$ cat src/design/udpb_pkg.sv
// ----------------------------------------------------------------------------
// udpb_pkg: shared types and constants of the UDP/IPv4 frame builder
// Header geometry, register indexes, queue entry and configuration bundle.
// ----------------------------------------------------------------------------
package udpb_pkg;

	localparam int HDR_BYTES   = 42;
	localparam int QUEUE_DEPTH = 4;
	localparam int CFG_IDX_W   = 3;
	localparam int CFG_DATA_W  = 48;

	localparam logic [15:0] MAX_PAYLOAD  = 16'd1472;
	localparam logic [15:0] IP_UDP_BYTES = 16'd28;
	localparam logic [15:0] UDP_BYTES    = 16'd8;

	// fixed IPv4 header words: 0x4500 + ID 0x0001 + flags 0x4000 + TTL/proto 0x4011
	localparam logic [18:0] CK_CONST = 19'h0C512;
	// header word at which the checksum is latched, well before it goes out
	localparam logic [5:0]  CK_LOAD_IDX = 6'd10;

	typedef enum logic [CFG_IDX_W-1:0] {
		REG_SOURCE_MAC  = 3'd0,
		REG_DEST_MAC    = 3'd1,
		REG_SOURCE_IP   = 3'd2,
		REG_DEST_IP     = 3'd3,
		REG_SOURCE_PORT = 3'd4,
		REG_DEST_PORT   = 3'd5
	} cfg_reg_t;

	typedef struct packed {
		logic [47:0] source_mac;
		logic [47:0] dest_mac;
		logic [31:0] source_ip;
		logic [31:0] dest_ip;
		logic [15:0] source_port;
		logic [15:0] dest_port;
	} cfg_regs_t;

	typedef struct packed {
		logic [7:0]  data;
		logic [15:0] length;
		logic        start;
		logic        last;
	} q_entry_t;

endpackage

$ cat src/design/udpb_if.sv
// ----------------------------------------------------------------------------
// udpb_if: channel interfaces of the UDP/IPv4 frame builder
// Payload input, frame output and configuration write channels.
// ----------------------------------------------------------------------------
interface udpb_in_if;
	logic        valid;
	logic        ready;
	logic [7:0]  payload_byte;
	logic [15:0] payload_length;
	modport source (output valid, payload_byte, payload_length, input ready);
	modport sink   (input valid, payload_byte, payload_length, output ready);
endinterface

interface udpb_out_if;
	logic       valid;
	logic       ready;
	logic [7:0] frame_byte;
	logic       last_byte;
	modport source (output valid, frame_byte, last_byte, input ready);
	modport sink   (input valid, frame_byte, last_byte, output ready);
endinterface

interface udpb_cfg_if;
	logic        valid;
	logic        ready;
	logic [2:0]  index;
	logic [47:0] data;
	modport source (output valid, index, data, input ready);
	modport sink   (input valid, index, data, output ready);
endinterface

$ cat src/design/udpb_front.sv
// ----------------------------------------------------------------------------
// udpb_front: input side of the frame builder
// Tracks frame position, drops empty and oversize frames, queues kept words.
// ----------------------------------------------------------------------------
module udpb_front (
	input  logic              clk,
	input  logic              arst_n,
	udpb_in_if.sink           payload,
	input  logic              q_full,
	output logic              q_push,
	output udpb_pkg::q_entry_t q_entry
);
	import udpb_pkg::*;

	logic [15:0] pos_q;
	logic [15:0] flen_q;
	logic        drop_q;

	logic        accept;
	logic        first;
	logic        skip;
	logic        drop_now;
	logic        last;
	logic [15:0] len_now;

	assign payload.ready = !q_full;
	assign accept = payload.valid && payload.ready;

	always_comb begin
		first    = (pos_q == 16'd0);
		len_now  = first ? payload.payload_length : flen_q;
		skip     = first && (payload.payload_length == 16'd0);
		drop_now = first ? (payload.payload_length > MAX_PAYLOAD) : drop_q;
		last     = (({1'b0, pos_q} + 17'd1) == {1'b0, len_now});
	end

	assign q_push        = accept && !skip && !drop_now;
	assign q_entry.data   = payload.payload_byte;
	assign q_entry.length = len_now;
	assign q_entry.start  = first;
	assign q_entry.last   = last;

	always_ff @(posedge clk or negedge arst_n) begin
		if (!arst_n) begin
			pos_q  <= '0;
			flen_q <= '0;
			drop_q <= 1'b0;
		end else if (accept && !skip) begin
			flen_q <= len_now;
			if (last) begin
				pos_q  <= '0;
				drop_q <= 1'b0;
			end else begin
				pos_q  <= pos_q + 16'd1;
				drop_q <= drop_now;
			end
		end
	end

endmodule

$ cat src/design/udpb_fifo.sv
// ----------------------------------------------------------------------------
// udpb_fifo: short word queue between front and back
// Register-based circular buffer, head word visible while not empty.
// ----------------------------------------------------------------------------
module udpb_fifo #(
	parameter int DEPTH = udpb_pkg::QUEUE_DEPTH
) (
	input  logic               clk,
	input  logic               arst_n,
	input  logic               push,
	input  udpb_pkg::q_entry_t push_entry,
	input  logic               pop,
	output udpb_pkg::q_entry_t head,
	output logic               full,
	output logic               empty
);
	import udpb_pkg::*;

	localparam int AW = (DEPTH > 1) ? $clog2(DEPTH) : 1;
	localparam int CW = $clog2(DEPTH + 1);

	q_entry_t        mem_q [DEPTH];
	logic [AW-1:0]   wr_q;
	logic [AW-1:0]   rd_q;
	logic [CW-1:0]   cnt_q;

	function automatic logic [AW-1:0] next_ptr(input logic [AW-1:0] p);
		return (p == AW'(DEPTH - 1)) ? '0 : p + AW'(1);
	endfunction

	assign full  = (cnt_q == CW'(DEPTH));
	assign empty = (cnt_q == '0);
	assign head  = mem_q[rd_q];

	always_ff @(posedge clk) begin
		if (push) begin
			mem_q[wr_q] <= push_entry;
		end
	end

	always_ff @(posedge clk or negedge arst_n) begin
		if (!arst_n) begin
			wr_q  <= '0;
			rd_q  <= '0;
			cnt_q <= '0;
		end else begin
			if (push) begin
				wr_q <= next_ptr(wr_q);
			end
			if (pop) begin
				rd_q <= next_ptr(rd_q);
			end
			case ({push, pop})
				2'b10:   cnt_q <= cnt_q + CW'(1);
				2'b01:   cnt_q <= cnt_q - CW'(1);
				default: cnt_q <= cnt_q;
			endcase
		end
	end

endmodule

$ cat src/design/udpb_back.sv
// ----------------------------------------------------------------------------
// udpb_back: output side of the frame builder
// Inserts the 42-byte header ahead of a frame's first word, then passes data.
// ----------------------------------------------------------------------------
module udpb_back (
	input  logic                clk,
	input  logic                arst_n,
	input  udpb_pkg::cfg_regs_t regs,
	input  udpb_pkg::q_entry_t  head,
	input  logic                q_empty,
	output logic                q_pop,
	udpb_out_if.source          frame
);
	import udpb_pkg::*;

	logic [18:0]  raw_q;
	logic [15:0]  base_q;
	logic [15:0]  ck_q;
	logic [5:0]   cnt_q;
	logic         out_valid_q;
	logic [7:0]   byte_q;
	logic         last_q;

	logic [16:0]  fold_raw;
	logic [15:0]  total;
	logic [15:0]  ulen;
	logic [16:0]  ck_sum;
	logic [15:0]  ck_fold;
	logic [HDR_BYTES*8-1:0] hdr_vec;
	logic [5:0]   hdr_idx;
	logic [7:0]   hdr_byte;
	logic         load;
	logic         in_hdr;

	// config-only part of the IPv4 checksum, folded to 16 bits over two stages
	always_ff @(posedge clk) begin
		raw_q  <= CK_CONST
		        + {3'b0, regs.source_ip[31:16]} + {3'b0, regs.source_ip[15:0]}
		        + {3'b0, regs.dest_ip[31:16]}   + {3'b0, regs.dest_ip[15:0]};
		base_q <= fold_raw[15:0] + {15'b0, fold_raw[16]};
	end

	always_comb begin
		fold_raw = {1'b0, raw_q[15:0]} + {14'b0, raw_q[18:16]};
		total    = head.length + IP_UDP_BYTES;
		ulen     = head.length + UDP_BYTES;
		ck_sum   = {1'b0, base_q} + {1'b0, total};
		ck_fold  = ck_sum[15:0] + {15'b0, ck_sum[16]};
		hdr_vec  = {regs.dest_mac, regs.source_mac, 16'h0800,
		            8'h45, 8'h00, total, 16'h0001, 16'h4000, 8'd64, 8'd17,
		            ck_q, regs.source_ip, regs.dest_ip,
		            regs.source_port, regs.dest_port, ulen, 16'h0000};
		hdr_idx  = 6'(HDR_BYTES - 1) - cnt_q;
		hdr_byte = hdr_vec[{hdr_idx, 3'b000} +: 8];
	end

	assign load   = !out_valid_q || frame.ready;
	assign in_hdr = head.start && (cnt_q != 6'(HDR_BYTES));
	assign q_pop  = load && !q_empty && !in_hdr;

	always_ff @(posedge clk) begin
		if (load && !q_empty && in_hdr && (cnt_q == CK_LOAD_IDX)) begin
			ck_q <= ~ck_fold;
		end
		if (load && !q_empty) begin
			if (in_hdr) begin
				byte_q <= hdr_byte;
				last_q <= 1'b0;
			end else begin
				byte_q <= head.data;
				last_q <= head.last;
			end
		end
	end

	always_ff @(posedge clk or negedge arst_n) begin
		if (!arst_n) begin
			out_valid_q <= 1'b0;
			cnt_q       <= '0;
		end else if (load) begin
			out_valid_q <= !q_empty;
			if (!q_empty) begin
				cnt_q <= in_hdr ? cnt_q + 6'd1 : 6'd0;
			end
		end
	end

	assign frame.valid      = out_valid_q;
	assign frame.frame_byte = byte_q;
	assign frame.last_byte  = last_q;

endmodule

$ cat src/design/udp_ipv4_frame_builder.sv
// ----------------------------------------------------------------------------
// udp_ipv4_frame_builder: Ethernet/IPv4/UDP encapsulation of a byte stream
// Writes the 42-byte wire header in front of each payload frame.
// ----------------------------------------------------------------------------
// Usage:
//   cfg     - register writes (MACs, IPs, ports); always ready. Write only
//             while no frame is in flight.
//   payload - one payload word per accept, each carrying the frame length;
//             the length is sampled on the first word of a frame. Frames of
//             length zero or above 1472 are swallowed without output.
//   frame   - wire words in order, last_byte set on the final one.
// Path: a frame's first payload word is written into the queue; while it
//   waits at the head, the back end registers the header words out ahead
//   of it; payload words pass from the queue through the output register.
// Throughput: one output word per cycle unless stalled or the queue is empty.
//   A frame of N payload words gives N + 42 output words; the header is
//   generated by the back end while the front keeps filling the 4-deep queue.
// Stall: when frame.ready is low the output word holds; the queue fills and
//   payload.ready drops once it is full.
// Reset: zeroes config and control state, empties queue, starts a new frame.
// ----------------------------------------------------------------------------
module udp_ipv4_frame_builder #(
	parameter int QUEUE_DEPTH = udpb_pkg::QUEUE_DEPTH
) (
	input  logic       clk,
	input  logic       arst_n,
	udpb_cfg_if.sink   cfg,
	udpb_in_if.sink    payload,
	udpb_out_if.source frame
);
	import udpb_pkg::*;

	cfg_regs_t regs_q;
	q_entry_t  push_entry;
	q_entry_t  head;
	logic      q_push;
	logic      q_pop;
	logic      q_full;
	logic      q_empty;

	assign cfg.ready = 1'b1;

	always_ff @(posedge clk or negedge arst_n) begin
		if (!arst_n) begin
			regs_q <= '0;
		end else if (cfg.valid) begin
			case (cfg.index)
				REG_SOURCE_MAC:  regs_q.source_mac  <= cfg.data;
				REG_DEST_MAC:    regs_q.dest_mac    <= cfg.data;
				REG_SOURCE_IP:   regs_q.source_ip   <= cfg.data[31:0];
				REG_DEST_IP:     regs_q.dest_ip     <= cfg.data[31:0];
				REG_SOURCE_PORT: regs_q.source_port <= cfg.data[15:0];
				REG_DEST_PORT:   regs_q.dest_port   <= cfg.data[15:0];
				default:         regs_q <= regs_q;
			endcase
		end
	end

	udpb_front u_front (
		.clk     (clk),
		.arst_n  (arst_n),
		.payload (payload),
		.q_full  (q_full),
		.q_push  (q_push),
		.q_entry (push_entry)
	);

	udpb_fifo #(
		.DEPTH (QUEUE_DEPTH)
	) u_fifo (
		.clk        (clk),
		.arst_n     (arst_n),
		.push       (q_push),
		.push_entry (push_entry),
		.pop        (q_pop),
		.head       (head),
		.full       (q_full),
		.empty      (q_empty)
	);

	udpb_back u_back (
		.clk     (clk),
		.arst_n  (arst_n),
		.regs    (regs_q),
		.head    (head),
		.q_empty (q_empty),
		.q_pop   (q_pop),
		.frame   (frame)
	);

endmodule

$ cat src/flat_wrapper.sv
// flat-port wrapper written by rule: the top's interface ports become plain ports
module udp_ipv4_frame_builder_flat import udpb_pkg::*;
#(
	parameter int QUEUE_DEPTH = udpb_pkg::QUEUE_DEPTH
)
  (clk, arst_n, cfg_valid, cfg_index, cfg_data, cfg_ready, payload_valid, payload_payload_byte, payload_payload_length, payload_ready, frame_valid, frame_frame_byte, frame_last_byte, frame_ready);
  udpb_cfg_if cfg_i ();
  udpb_in_if payload_i ();
  udpb_out_if frame_i ();
  input  logic clk;
  input  logic arst_n;
  input wire logic [$bits(cfg_i.valid)-1:0] cfg_valid;
  input wire logic [$bits(cfg_i.index)-1:0] cfg_index;
  input wire logic [$bits(cfg_i.data)-1:0] cfg_data;
  output wire logic [$bits(cfg_i.ready)-1:0] cfg_ready;
  input wire logic [$bits(payload_i.valid)-1:0] payload_valid;
  input wire logic [$bits(payload_i.payload_byte)-1:0] payload_payload_byte;
  input wire logic [$bits(payload_i.payload_length)-1:0] payload_payload_length;
  output wire logic [$bits(payload_i.ready)-1:0] payload_ready;
  output wire logic [$bits(frame_i.valid)-1:0] frame_valid;
  output wire logic [$bits(frame_i.frame_byte)-1:0] frame_frame_byte;
  output wire logic [$bits(frame_i.last_byte)-1:0] frame_last_byte;
  input wire logic [$bits(frame_i.ready)-1:0] frame_ready;
  assign cfg_i.valid = cfg_valid;
  assign cfg_i.index = cfg_index;
  assign cfg_i.data = cfg_data;
  assign cfg_ready = cfg_i.ready;
  assign payload_i.valid = payload_valid;
  assign payload_i.payload_byte = payload_payload_byte;
  assign payload_i.payload_length = payload_payload_length;
  assign payload_ready = payload_i.ready;
  assign frame_valid = frame_i.valid;
  assign frame_frame_byte = frame_i.frame_byte;
  assign frame_last_byte = frame_i.last_byte;
  assign frame_i.ready = frame_ready;
  udp_ipv4_frame_builder #(.QUEUE_DEPTH(QUEUE_DEPTH)) u_core (.clk(clk), .arst_n(arst_n), .cfg(cfg_i), .payload(payload_i), .frame(frame_i));
endmodule
$ cat config.mk
export PLATFORM = sky130hd
export DESIGN_NAME = udp_ipv4_frame_builder_flat
export DESIGN_NICKNAME = d
export VERILOG_FILES = /design/src/design/udpb_pkg.sv /design/src/design/udpb_if.sv /design/src/design/udpb_front.sv /design/src/design/udpb_fifo.sv /design/src/design/udpb_back.sv /design/src/design/udp_ipv4_frame_builder.sv /design/src/flat_wrapper.sv
export SDC_FILE = /design/constraint.sdc
export NUM_CORES = 1
export LEC_CHECK = 0
export BUFFER_PORTS_ARGS = -buffer_cell sky130_fd_sc_hd__buf_4
export CORE_MARGIN = 8
export CORE_UTILIZATION = 40
export CTS_CLUSTER_SIZE = 14
export DETAILED_ROUTE_END_ITERATION = 8
export MAX_ROUTING_LAYER = met4
export PLACE_DENSITY = 0.61
export SETUP_SLACK_MARGIN = 0.5
export SYNTH_ARGS = -nofsm -noshare
export SYNTH_HDL_FRONTEND = slang
export SYNTH_SLANG_ARGS = --single-unit
$ cat constraint.sdc
create_clock -name clk -period 4.8 [get_ports clk]
set_input_delay 0.48 -clock clk [delete_from_list [all_inputs] [get_ports clk]]
set_output_delay 0.48 -clock clk [all_outputs]
set_load 0.05 [all_outputs]
==> results of run 1 <==
[state kept, by name, summed over array words and instances, names as in the netlist, 2 cells and up]
name                            flops
u_core.regs_q                     192
u_core.u_fifo.mem_q               104
u_core.u_back.raw_q                19
u_core.u_back.base_q               16
u_core.u_back.ck_q                 16
u_core.u_front.flen_q              16
u_core.u_front.pos_q               16
u_core.u_back.frame.frame_byte      8
u_core.u_back.cnt_q                 6
u_core.u_fifo.cnt_q                 3
u_core.u_fifo.rd_q                  2
u_core.u_fifo.wr_q                  2
[layer usage]
layer / GRT usage, % / vias up / share of wire (%)
met5: - / - / 0
li1: - / 6667 / -
met3: 2.357 / 99 / 5.3
met2: 28.61 / 436 / 47
met1: 25.00 / 7402 / 45
met4: 4.946 / 0 / 2.7
[cell usage after synthesis (18+ instances only)]
master    instances
inv_1           123
buf_2            18
nor3_1           33
ha_1             62
mux2_2          181
xor2_1           50
nand3_1          45
xnor2_1          78
fa_1             35
nor2_1           68
a21o_1           18
dfrtp_1         239
dfxtp_1          35
o21ai_0          82
nand2_1         131
mux4_2           64
clkbuf_1         46
edfxtp_1        129
mux2i_1          42
a21oi_1          58
[repair_timing]
action / in CTS / in global routing
pin swaps: 11 / 14
hold buffers: 1 / 0
gates resized for setup: 19 / 34
endpoints found under the hold margin: 44 / 0
endpoints found under the setup margin: 19 / 20
setup buffers: 12 / 13
[final cells by class]
class | count | area (um^2)
multi-input cells | 1171 | 10580
well taps | 696 | 870.8
repair buffers | 161 | 1242
clock inverters | 21 | 180.2
inverters | 124 | 467.9
clock buffers | 59 | 1176
flip-flops and latches | 403 | 10560
fillers | 4754 | 28620
diodes | 1 | 2.502
[power groups by stage]
stage	Clock, mW	Combinational [mW]	Sequential [mW]
CTS	3.26	9.69	5.20
global route	3.39	11.1	5.29
global placement	0	9.27	5.24
detailed placement	0	9.38	5.25
floorplan	0	6.81	5.11
finish	3.19	10.2	5.20
[through the flow]
| step | utilization [%] | setup slack (ps) | setup TNS (ps) | area (um^2) |
|---|---|---|---|---|
| detailed placement | 43.37 | -1.068 | -1.068 | 23290 |
| global route | 46.70 | -51.91 | -99.31 | 25080 |
| CTS | 46.23 | 196.1 | 0 | 24830 |
| floorplan | - | 175.1 | 0 | 21730 |
| global placement | 43.37 | 72.44 | 0 | 23290 |
| finish | 46.70 | 129.4 | 0 | 25080 |
[logic make-up (layout without fill, tap and decap cells)]
logic type,count (synthesis),in the layout
fa+ha+maj,97,97
compound gates,268,268
xor+xnor,129,129
mux,292,292
buf+inv,210,365
simple gates,384,384
flops,403,403
other cells,1,2
[worst max-delay path by stage]
stage	slack, ps	from	cells after the start	to
after floorplan	180	u_core.u_fifo.rd_q[0]	25	u_core.u_back.ck_q[15]
after global placement	70	u_core.u_fifo.rd_q[0]	23	u_core.u_back.ck_q[15]
after detailed placement	-1	u_core.u_fifo.rd_q[0]	23	u_core.u_back.ck_q[15]
after CTS	200	u_core.u_fifo.rd_q[0]	22	u_core.u_back.ck_q[15]
after global routing	-50	u_core.u_fifo.rd_q[0]	25	u_core.u_back.ck_q[14]
final	130	u_core.u_fifo.rd_q[0]	23	u_core.u_back.ck_q[15]
[critical path: stages (launching register included)]
cell      delay, ps
dfrtp_2         460
mux4_2          580
inv_4           120
ha_4            120
a21boi_4        160
nand2b_4        160
nor2_4           50
xor2_2          180
ha_1            310
and4_4          160
a221oi_2        260
o21ai_2         100
a31oi_1         240
o21bai_1        110
a21oi_1         140
nor2_1           50
o21ai_1         140
nand2b_1         80
ha_2            180
and3_4          160
and4_4          200
and3_4          140
a211oi_2        200
xor2_1          100
==> summary.txt, run 1 <==
Detailed routing
  • Avg WL per Cell: 21.39 um
  • Detailed Route WL: 56.37 mm
  • Post-DR vias/cell: 5.540
  • Routed vias: 14604
  • Initial DRC Count: 962
  • Drt drc: 0
  • Post-route ant nets: 0
  • Pre-antenna DRT Iters: 8

Logic synthesis
  • Post-Syn Area: 21660 um^2
  • Yosys warns: 0
  • Syn Inst Count: 1784
  • Post-Synth Simple-Gate Area: 8.844%
  • Synthesized Nets: 1961
  • Synth area leaders: dfrtp_1, edfxtp_1, mux2_2
  • Synth Flop Type: dfrtp_1
  • Adder-cell share of the synthesized area: 6.816%
  • Compound-Gate Fraction of Synth Area: 7.937%
  • Async S/R FF share, synth: 59.31%
  • Post-synth cell types: 82
  • EDFF count, synth: 129
  • Synth area leader: dfrtp_1
  • Post-synthesis mux area share: 18.37%
  • Largest family of logic cells by synthesized area: multiplexers
  • Sequential fraction of the synthesis area: 48.73%
  • Yosys top cell area share: 27.61%
  • Seq cells post-synth: 403
  • Mean area per synthesized cell: 12.14 um^2
  • XOR/XNOR share of the synthesized area: 5.280%

Timing
  • Relative slew slack: 25.17%
  • Clock Skews: 15.89 ps
  • Max Fclk: 214.1 MHz
  • Slew @ Worst Pin: 1116 ps
  • Hold Worst Slack: 112.4 ps
  • Final Critical Period: 4671 ps
  • Final period util: 97.30%
  • Final setup viols: 0
  • Slew Limit Fails: 0
  • Final number of hold-violating endpoints: 0
  • RSZ-0062 raised after global routing: yes

Worst setup path
  • CP Class: flip-flop to flip-flop
  • R2R cell count: 23
  • Crit path max fanout: 6
  • RR Startpoint: u_core.u_fifo.rd_q[0]
  • R2R Setup Slk: 130 ps
  • Crit Reg-Reg Endpoint: u_core.u_back.ck_q[15]
  • Worst Path Arrival: 4990 ps
  • Critical path required time: 5120 ps
  • Critical path launch point type: flip-flop
  • CP endpoint kind: flip-flop

Power
  • Clock Power Share: 17.2%
  • Pleak: 10.28 nW
  • Combinational power share: 54.8%
  • Internal power: 10.86 mW
  • Flop pwr share: 28.0%
  • Sw power: 7.711 mW
  • Total Power: 18.57 mW
  • Sw frac: 41.53%
  • IR drop worst, VDD: 0.4482 mV
  • Pwr Density: 740.2 nW/um^2

Global routing
  • Gr ovfl total: 0
  • Number of global-route vias before repair: 14560
  • First-pass GRT wire length: 87.46 mm
  • Largest net degree at the start of global routing: 109
  • Initial antenna violation count: 3
  • GRT Util Overall: 18.29%

Die
  • Rows: 85
  • Die X: 248.7 um
  • Die height: 248.7 um
  • Core footprint: 53710 um^2
  • IO Pins: 92
  • Die area: 61850 um^2
  • Initial Util: 40.33%

Clock tree
  • H-tree depth: 2
  • Reg clk slew, reported paths: 60 ps
  • Root Buffer Master: clkbuf_16
  • Clock sinks: 403
  • CTS tree: yes
  • CTS Buf Count: 43
  • Worst-Skew Late Latency: 580 ps
  • Clock Path Buffers: 3

Placed design
  • Post-DP HPWL: 40.73 mm
  • Placed Instances: 2529
  • Buffers on Ports: 90
  • GPL Wtd Cong: 0.9120

Min path
  • WHS Endpoint: u_core.u_fifo.mem_q[1][22]
  • Worst Hold Class: primary input to flip-flop
  • Worst Min Path Start: payload_payload_byte[4]
  • Hold path depth: 1

Layout
  • Commonest non-fill, non-tap cell in the layout: dfrtp_1
  • Layout cells sized above 1: 28.21%
  • Non-Filler Instances: 2636
  • Final net count: 2081
  • Commonest non-fill, non-tap cells in the layout: dfrtp_1, mux2_2, buf_4, nand2_1, edfxtp_1
  • Area grow syn2layout: 15.80%

Run status
  • Status: finished clean

Flow run
  • Max Cap Violations: 0
Note: power is estimated with default switching activity, not from simulation.
==> run 2, diff against run 1 <==
CTS_BUF_LIST = sky130_fd_sc_hd__clkbuf_4   (was default)
REMOVE_ABC_BUFFERS = 1   (was default)
==> run 2 against run 1 <==
Effect of this change:
- register-to-register slack gained 96 ps
- routed wire length grew 2.4%
- die area is the same
- fmax up 2.1%
- clock power fell by 7.2%
- count of clock-buffer cells in the layout increased by 96
- cell count grew 7.7%
- critical endpoint is now u_core.u_back.ck_q[12]
- largest cell class unchanged
==> summary.txt, run 2 (synthesis results as in run 1) <==
Timing
  • Final setup viols: 0 (unchanged)
  • Setup TNS: 0 ps (unchanged)
  • Max Fclk: 218.6 MHz (+2.1%)
  • Slew @ Worst Pin: 1007 ps (-109.4 ps)
  • Final number of hold-violating endpoints: 0 (unchanged)
  • Setup ws final: 225.6 ps (+96.23 ps)
  • Final period util: 95.30% (-2.0 points)
  • Relative slew slack: 32.15% (+7.0 points)
  • Final Critical Period: 4574 ps (-96.23 ps)
  • Slew Limit Fails: 0 (unchanged)
  • RSZ-0062 raised after global routing: yes
  • Clock Skews: 62.64 ps (+46.75 ps)

Die
  • Die height: 248.7 um (unchanged)
  • Die X: 248.7 um (unchanged)
  • IO Pins: 92 (unchanged)
  • Initial Util: 40.33% (unchanged)
  • Rows: 85 (unchanged)
  • Die area: 61850 um^2 (unchanged)
  • Core footprint: 53710 um^2 (unchanged)

Detailed routing
  • Initial DRC Count: 1115 (+16%)
  • Pre-antenna DRT Iters: 5 (-3)
  • Routed vias: 15259 (+4.5%)
  • Post-route ant nets: 0 (unchanged)
  • Avg WL per Cell: 20.33 um (-4.9%)
  • Post-DR vias/cell: 5.375 (-3.0%)
  • Drt drc: 0 (unchanged)
  • Detailed Route WL: 57.73 mm (+2.4%)

Placed design
  • GPL Wtd Cong: 0.9348 (+2.5%)
  • Post-DP HPWL: 40.71 mm (about the same)
  • DP Worst Slack: -204.1 ps (-203.1 ps)
  • Buffers on Ports: 90 (unchanged)

Power
  • Combinational power share: 57.2% (+2.4 points)
  • Sw power: 8.120 mW (+5.3%)
  • Total Power: 19.09 mW (+2.8%)
  • Pwr Density: 732.5 nW/um^2 (-1.0%)
  • Clock Power Share: 15.5% (-1.7 points)
  • Flop pwr share: 27.3% (-0.7 points)
  • Pleak: 10.87 nW (+5.7%)
  • Internal power: 10.97 mW (+1.1%)
  • Sw frac: 42.53% (+1.0 points)
  • IR drop worst, VDD: 0.4343 mV (-3.1%)

Clock tree
  • Root Buffer Master: clkbuf_4
  • Clock Path Buffers: 3 (unchanged)
  • Worst-Skew Late Latency: 860 ps (+280 ps)
  • Reg clk slew, reported paths: 70 ps (about the same)
  • CTS tree: yes
  • Clock sinks: 403 (unchanged)
  • CTS Buf Count: 104 (+140%)
  • H-tree depth: 3 (+1)

Worst setup path
  • Worst Path Arrival: 5170 ps (+180 ps)
  • CP Class: flip-flop to flip-flop
  • R2R cell count: 25 (+8.7%)
  • CP endpoint kind: flip-flop
  • Critical path required time: 5400 ps (+280 ps)
  • Crit path max fanout: 5 (-1)
  • Critical path launch point type: flip-flop

Layout
  • Commonest non-fill, non-tap cell in the layout: dfrtp_1
  • Reg with most FFs: u_core.regs_q
  • Final net count: 2234 (+7.4%)
  • Max reg flops: 192 (unchanged)
  • Largest registers: u_core.regs_q (192), u_core.u_fifo.mem_q (104), u_core.u_back.raw_q (19)
  • Area grow syn2layout: 20.34%
  • Commonest non-fill, non-tap cells in the layout: dfrtp_1, mux2_2, buf_4, clkbuf_4
  • Layout cells sized above 1: 31.84% (+3.6 points)
  • Fillers: 4753 (-0.021%)

Global routing
  • GRT Util Overall: 19.09% (+0.81 points)
  • Largest net degree at the start of global routing: 109 (unchanged)
  • Gr ovfl total: 0 (unchanged)
  • Initial antenna violation count: 1 (-2)
  • Number of global-route vias before repair: 15887 (+9.1%)
  • First-pass GRT wire length: 91.42 mm (+4.5%)

Run status
  • Status: finished clean

Min path
  • Hold path depth: 3 (+2)
  • Worst Hold Class: primary input to flip-flop

Flow run
  • Max Cap Violations: 0 (unchanged)
[run 2: metal layers]
layer / part of all wire [%] / track usage [%] / wire (um) / vias to the layer above
met1: 47 / 25.82 / 26850 / 7704
met4: 2.1 / 6.225 / 1237 / 0
met5: 0 / - / 0 / -
met2: 46 / 29.12 / 26790 / 399
li1: - / - / - / 7072
met3: 4.9 / 3.275 / 2853 / 84
[run 2: area by class of cell]
| type | instances | area, um^2 | share of cell area, % |
|---|---|---|---|
| clock inverters | 36 | 165.2 | 0.6336 |
| flip-flops and latches | 403 | 10570 | 40.53 |
| repair buffers | 253 | 2132 | 8.179 |
| clock buffers | 155 | 1164 | 4.464 |
| diodes | 1 | 2.502 | 0.009600 |
| multi-input cells | 1171 | 10700 | 41.04 |
| inverters | 124 | 470.5 | 1.805 |
| well taps | 696 | 870.8 | 3.341 |
[run 2: critical path, stage by stage (launching register included)]
cell      delay [ps]
dfrtp_2          440
mux4_2           560
inv_4            110
ha_4             130
a21boi_4         170
nand2b_4         170
nand2b_4         160
xnor2_4           90
ha_4             280
and4_4           230
buf_6             90
o211ai_1          70
o21ai_1          170
a31oi_1           80
o21bai_1         130
a21oi_1           80
nor2_1            80
o21ai_1           60
nand2b_1          90
ha_2             200
buf_6            100
ha_4             130
nand2_4           50
or3_4            430
buf_6            130
xnor2_1          110
[run 2: worst paths after layout]
check	startpoint	endpoint	slack, ps
min in group asynchronous	arst_n	u_core.regs_q[141]	290
min	payload_payload_length[10]	u_core.u_front.flen_q[10]	110
min reg2reg	u_core.u_back.raw_q[15]	u_core.u_back.base_q[15]	470
max in group asynchronous	arst_n	u_core.u_fifo.rd_q[0]	3470
max	u_core.u_fifo.rd_q[0]	u_core.u_back.ck_q[12]	230
max reg2reg	u_core.u_fifo.rd_q[0]	u_core.u_back.ck_q[12]	230
[run 2: repair_timing]
| action | 4_1_cts | 5_1_grt |
|---|---|---|
| endpoints found under the hold margin | 350 | 0 |
| gates resized for setup | 46 | 56 |
| hold buffers | 70 | 0 |
| setup endpoints to repair | 21 | 21 |
| buffers inserted | 5 | 9 |
| pin swaps | 20 | 32 |
[run 2: metrics by stage]
| step | util [%] | instance area [um^2] | std cells | hold WS [ps] |
|---|---|---|---|---|
| 6_report | 48.53 | 26070 | 2839 | 105.3 |
| 3_3_place_gp | 43.72 | 23480 | 2563 | 461.2 |
| 2_1_floorplan | - | 21260 | 1698 | 184.4 |
| 4_1_cts | 47.88 | 25720 | 2829 | 5.429 |
| 3_5_place_dp | 43.72 | 23480 | 2563 | 470.4 |
| 5_1_grt | 48.53 | 26070 | 2839 | 59.02 |
[run 2: power groups by stage]
stage	registers (mW)	clock network, mW	logic, mW
2_1_floorplan	5.35	0	6.42
3_3_place_gp	5.25	0	9.73
3_5_place_dp	5.27	0	9.85
4_1_cts	5.22	3.07	10.3
5_1_grt	5.32	3.23	11.9
6_report	5.22	2.96	10.9
